`config.mk`:
```
export PLATFORM = sky130hd
export DESIGN_NAME = mtt_isqrt
export DESIGN_NICKNAME = d
export VERILOG_FILES = /design/src/sv/move_toward_target_step_macros.svh /design/src/sv/mtt_isqrt.sv
export SDC_FILE = /design/constraint.sdc
export NUM_CORES = 2
export LEC_CHECK = 0
export ABC_CLOCK_PERIOD_IN_PS = 7000
export BUFFER_PORTS_ARGS = -buffer_cell sky130_fd_sc_hd__clkbuf_2
export CORE_ASPECT_RATIO = 1.25
export CORE_MARGIN = 1.5
export CORE_UTILIZATION = 45
export DETAILED_ROUTE_END_ITERATION = 8
export SETUP_SLACK_MARGIN = 0.4
export SLEW_MARGIN = 15
export SYNTH_ARGS = -nofsm -noshare
export SYNTH_HDL_FRONTEND = slang
export SYNTH_SLANG_ARGS = --single-unit
```
`constraint.sdc`:
```
create_clock -name clk -period 7 [get_ports clk]
set_clock_uncertainty 0.2 [all_clocks]
set_input_delay 0.7 -clock clk [delete_from_list [all_inputs] [get_ports clk]]
set_output_delay 0.7 -clock clk [all_outputs]
set_load 0.01 [all_outputs]
```
`src/sv/move_toward_target_step_macros.svh`:
```
`ifndef MOVE_TOWARD_TARGET_STEP_MACROS_SVH
`define MOVE_TOWARD_TARGET_STEP_MACROS_SVH

// same-cycle implication
`define MTT_ASSERT_IMP(name, ante, cons, msg) \
  name: assert property (@(posedge clk) disable iff (!rst_n) (ante) |-> (cons)) \
    else $error(msg);

// next-cycle implication
`define MTT_ASSERT_NXT(name, ante, cons, msg) \
  name: assert property (@(posedge clk) disable iff (!rst_n) (ante) |=> (cons)) \
    else $error(msg);

`endif

```
`src/sv/mtt_isqrt.sv`:
```
module mtt_isqrt #(
  parameter int RW = 33,
  parameter int SW = 1
) (
  input  logic            clk,
  input  logic            rst_n,
  input  logic            en,
  input  logic            in_v,
  input  logic [2*RW-1:0] in_rad,
  input  logic [SW-1:0]   in_side,
  output logic            out_v,
  output logic [RW-1:0]   out_root,
  output logic [SW-1:0]   out_side
);
  localparam int TW = RW + 3;

  logic [RW-1:0]                v_r;
  logic [RW-1:0][2*RW-1:0]      rad_r;
  logic [RW-1:0][TW-1:0]        rem_r;
  logic [RW-1:0][RW-1:0]        root_r;
  logic [RW-1:0][SW-1:0]        side_r;

  logic [RW-1:0]                p_v;
  logic [RW-1:0][2*RW-1:0]      p_rad;
  logic [RW-1:0][TW-1:0]        p_rem;
  logic [RW-1:0][RW-1:0]        p_root;
  logic [RW-1:0][SW-1:0]        p_side;

  genvar k;
  for (k = 0; k < RW; k++) begin : g_st
    logic [TW-1:0] t;
    logic [TW-1:0] trial;
    logic          ge;

    if (k == 0) begin : g_first
      assign p_v[k]    = in_v;
      assign p_rad[k]  = in_rad;
      assign p_rem[k]  = '0;
      assign p_root[k] = '0;
      assign p_side[k] = in_side;
    end else begin : g_next
      assign p_v[k]    = v_r[k-1];
      assign p_rad[k]  = rad_r[k-1];
      assign p_rem[k]  = rem_r[k-1];
      assign p_root[k] = root_r[k-1];
      assign p_side[k] = side_r[k-1];
    end

    assign t     = {p_rem[k][TW-3:0], p_rad[k][2*RW-1 -: 2]};
    assign trial = TW'({p_root[k], 2'b01});
    assign ge    = (t >= trial);

    always_ff @(posedge clk) begin
      if (!rst_n) begin
        v_r[k] <= 1'b0;
      end else if (en) begin
        v_r[k] <= p_v[k];
      end
    end

    always_ff @(posedge clk) begin
      if (en) begin
        rad_r[k]  <= {p_rad[k][2*RW-3:0], 2'b00};
        rem_r[k]  <= ge ? (t - trial) : t;
        root_r[k] <= {p_root[k][RW-2:0], ge};
        side_r[k] <= p_side[k];
      end
    end
  end

  assign out_v    = v_r[RW-1];
  assign out_root = root_r[RW-1];
  assign out_side = side_r[RW-1];
endmodule

```
After elaboration in Yosys (flattened, before gate mapping)

Cells that the tools add are included.

Flip-flop bits (word level): 2740
Bits of input ports: 71
Logic and storage cells: 261

Add/subtract/negate cells: 32
Magnitude comparators: 33
Mux-type cells: 32

Operators by type and width:

| cell             | number |
|---|---|
| $mux W34         | 31 |
| $ge A36 B10 Y1   | 1 |
| $ge A36 B11 Y1   | 1 |
| $ge A36 B12 Y1   | 1 |
| $ge A36 B13 Y1   | 1 |
| $ge A36 B14 Y1   | 1 |
| $ge A36 B15 Y1   | 1 |
| $ge A36 B16 Y1   | 1 |
| $ge A36 B17 Y1   | 1 |
| $ge A36 B18 Y1   | 1 |
| $ge A36 B19 Y1   | 1 |
| $ge A36 B20 Y1   | 1 |
| $ge A36 B21 Y1   | 1 |
| $ge A36 B22 Y1   | 1 |
| $ge A36 B23 Y1   | 1 |
| $ge A36 B24 Y1   | 1 |
| $ge A36 B25 Y1   | 1 |
| $ge A36 B26 Y1   | 1 |
| $ge A36 B27 Y1   | 1 |
| $ge A36 B28 Y1   | 1 |
| $ge A36 B29 Y1   | 1 |
| $ge A36 B3 Y1    | 1 |
| $ge A36 B30 Y1   | 1 |
| $ge A36 B31 Y1   | 1 |
| 43 further kinds | 43 |

Longest topological paths before layout

Depth in word-level cells: 2
Mapped depth: 16
Depth with buffers taken out: 13

Worst setup path before layout

Ideal clock, no wire load.

Path type: register to register
Start point: register rem_r (netlist bit g_st[6].t[24])
End point: register rem_r (netlist bit g_st[7].t[27]), data pin
Data arrival time: 3.276 ns
Setup slack: 3.258 ns
Stages on the path, launching flop included: 12
Buffers on the path: 1
Period minus slack after synthesis: 3.742 ns
Path through: edfxtp_1 or4_4 or3_4 or4_1 or3_4 or3_1 buf_6 and4b_1 and3_4 nand2_4 nor3_1 xor2_1

Word-level cells in the longest chain between the ends: 2

RTL lines:

| element                                          | RTL line                         | source |
|---|---|---|
| start, declared                                  | mtt_isqrt.sv:19                  | `logic [RW-1:0][TW-1:0] rem_r;` |
| start signal, assigned by index                  | mtt_isqrt.sv:64                  | `rem_r[k] <= ge ? (t - trial) : t;` |
| $sub A34 B8 Y34 or $ge A36 B8 Y1 (tied branches) | mtt_isqrt.sv:64, mtt_isqrt.sv:51 |  |
| $mux W34 (*)                                     | mtt_isqrt.sv:64                  |  |

Every way passes the cells marked *; elsewhere a longest branch is shown, timed or not.
A chain may end at the register's enable or synchronous reset.

Final worst setup path

Start point: register rem_r (netlist bit g_st[22].t[5])
End point: register rem_r (netlist bit g_st[23].t[32]), data pin

Word-level cells in the longest chain between the ends: 2

RTL lines:

| element                                            | RTL line |
|---|---|
| $sub A34 B24 Y34 or $ge A36 B24 Y1 (tied branches) | mtt_isqrt.sv:64, mtt_isqrt.sv:51 |
| $mux W34 (*)                                       | mtt_isqrt.sv:64 |

Marked as above.

==> metrics.csv <==
metric;value;unit
CTS Sinks;2720;
Max Cap Viol;0;
Req. time, crit path;7.35;ns
initial core utilization;0.452;
fin. max-slew vios;0;
Final ANT Viol Nets;0;
PortBufs;105;
Post-synth EDFFs;2687;
Final Hold Violating Endpoints;0;
first-pass GRT wire length;419000;µm
grt ovf;0;
CP arrival;5.53;ns
post-synthesis sequential area ratio;0.650;
CP max FO;32;
vias per inst;5.32;
Hold Path Class;in -> reg;
Die X;475;µm
fmax;193;MHz
yosys warns;0;
H-tree levels;5;
TritonCTS clock tree;built;
DRT iter0 DRCs;4382;
critical path class;reg -> reg;
Die Span Y;593;µm
post-CTS setup buffers;0;
layout cell share with drive strength beyond 1;0.0735;
dpl hpwl;197000;µm
vias;73900;
Root Buffer;clkbuf_16;
drt total wl;269000;µm
gr usage total;0.190;
Net Count, Synth;10300;
Peak VDD IR;0.245;mV
setup TNS;0;ns
Reg clk slew, reported paths;0.06;ns
CTS max path bufs;4;
slew margin rel.;0.260;
I/O Pins;106;
drt pass-1 iters;6;
Async S/R FF share, synth;0;
Setup crit end kind;flop;
TritonCTS buffer count;289;
cell area power density;332;nW/µm²
Final WS setup;1.82;ns
Synth Flop Type;edfxtp_1;
Mean Syn Cell Area;13.0;µm²
outcome;complete, no violations;
largest net degree at the start of global routing;167;
Post-Place Worst Slack;1.81;ns
drt wl/cell;19.4;µm
die footprint;281000;µm²
Post-Syn Area;125000;µm²
CP startpoint kind;flop;
# nets final;10600;
vias in the first global route;75400;
Area Overhead vs Synth;12.4;%
Leak Pwr;53.6;nW
worst skew pair latency;0.88;ns
Placer Congestion;0.906;
Final setup viols;0;
RSZ-0062 raised after global routing;false;
Yosys cell types;86;
Cells after Synth;9604;
core area;277000;µm²
DR DRC count;0;
initial antenna violation count;1;
num rows;216;
min Tclk post-route;5.18;ns
Seq cells post-synth;2720;
period utilization;0.740;
worst slew pin tran;1.11;ns
## path summary, 6_finish.rpt
path                                              start                  endpoint  slack, ns  depth (start not counted)
worst max-delay path            g_st[22].t[5]$_DFFE_PP_  g_st[23].t[32]$_DFFE_PP_       1.82                         12
worst min register to register    p_rad[1775]$_DFFE_PP_     p_rad[1843]$_DFFE_PP_       0.18                          0
worst max register to register  g_st[22].t[5]$_DFFE_PP_  g_st[23].t[32]$_DFFE_PP_       1.82                         12
worst min-delay path                                 en      p_rad[163]$_DFFE_PP_       0.18                          1
## stage by stage
stage	util	hold WS [ns]	power (W)	instance area, µm²	instances
after global placement	0.472	0.200	0.0315	131000	13300
final	0.508	0.179	0.0467	141000	13900
after floorplan	-	0.200	0.0285	125000	9604
after CTS	0.508	0.168	0.0472	141000	13900
after global routing	0.508	0.170	0.0490	141000	13900
after detailed placement	0.472	0.205	0.0317	131000	13300
## cells in the final DEF, fill, tap and decap left out, drive strengths merged, types with 115 or more instances in the layout
cell / count
inv: 759
nand2: 704
a21oi: 557
nor3: 242
xor2: 443
ha: 596
nand2b: 117
edfxtp: 2687
a21o: 267
clkbuf: 454
nand3: 129
o21ai: 565
nor2: 516
nor2b: 115
xnor2: 441
## cells in the mapped netlist, types with 15 or more instances
cell type | instances | area, µm²
o21bai_1 | 65 | 488
a21oi_1 | 557 | 2790
a21o_1 | 267 | 2000
nand4_1 | 105 | 657
xor2_1 | 443 | 3880
o31ai_1 | 63 | 473
a211oi_1 | 46 | 345
xnor2_1 | 441 | 3860
nand3_1 | 129 | 646
mux2_2 | 60 | 676
and3_1 | 64 | 400
o21ai_0 | 562 | 2810
nor2b_1 | 115 | 719
nor2_1 | 516 | 1940
nor4_1 | 100 | 626
and4_1 | 17 | 149
o21a_1 | 102 | 766
clkbuf_1 | 158 | 593
nand2b_1 | 117 | 732
a211o_1 | 17 | 149
or4_1 | 64 | 480
o41ai_1 | 15 | 131
or3_1 | 83 | 519
o211ai_1 | 33 | 248
or2_2 | 53 | 332
mux2i_1 | 47 | 470
edfxtp_1 | 2687 | 80700
nand3b_1 | 26 | 195
nor3_1 | 241 | 1210
dfxtp_1 | 33 | 661
ha_1 | 596 | 7460
nand2_1 | 703 | 2640
a31oi_1 | 56 | 350
and2_1 | 36 | 225
a21boi_0 | 22 | 165
inv_1 | 750 | 2820
nor3b_1 | 22 | 165
nor4b_1 | 15 | 131
## where the power goes
part,internal (W),switching (W)
combinational,0.00390,0.00545
clock,0.00901,0.00628
sequential,0.0206,0.00144
## area by class of cell
cell class	count	area, µm²
antenna	2	5.00
clock buffer	350	7670
clock inverter	157	1720
fill	23600	136000
inverter	750	2820
multi-input combinational	5962	40400
sequential	2720	81300
tap	3706	4640
timing repair buffer	249	2030
## routing by layer
metal	vias to the layer above	part of all wire	wire, µm	global-route usage
li1	36200	-	-	-
met1	35700	0.37	99700	0.200
met2	1370	0.54	145000	0.361
met3	617	0.032	8750	0.0254
met4	0	0.060	16000	0.104
met5	-	0	0	0
## cell families (layout without fill, tap and decap cells)
group,count (synthesis),count (layout),synth area share
AOI/OAI and AO/OA,1930,1930,0.0945
other,1,3,0.0000300
xor gates and xnor gates,884,884,0.0619
and+or+nand+nor,2444,2444,0.0969
DFF,2720,2720,0.650
buffers and inverters,922,1506,0.0278
adders and majority gates,596,596,0.0596
muxes,107,107,0.00916
## what timing repair did
| action | 4_1_cts | 5_1_grt |
|---|---|---|
| resized for setup | 0 | 0 |
| endpoints found under the hold margin | 69 | 0 |
| hold buffers | 69 | 0 |
## registers in the layout (all words and copies together) (netlist names)
register	count
out_side	1
p_rad	992
out_root	33
g_st.t	1101
p_v	32
g_st.trial	528
out_v	1
p_side	32
## critical path: stages (launching register included)
cell and delay [ns]:
edfxtp_1 0.41, ha_1 0.38, a211oi_1 0.33, nor2_1 0.14, or3b_2 0.45, o21ai_0 0.38
a21oi_1 0.21, a31oi_1 0.39, o31a_1 0.71, inv_1 0.69, nand2_1 0.34, nor4_1 0.09
xor2_1 0.16
Note: power is estimated with default switching activity, not from simulation.
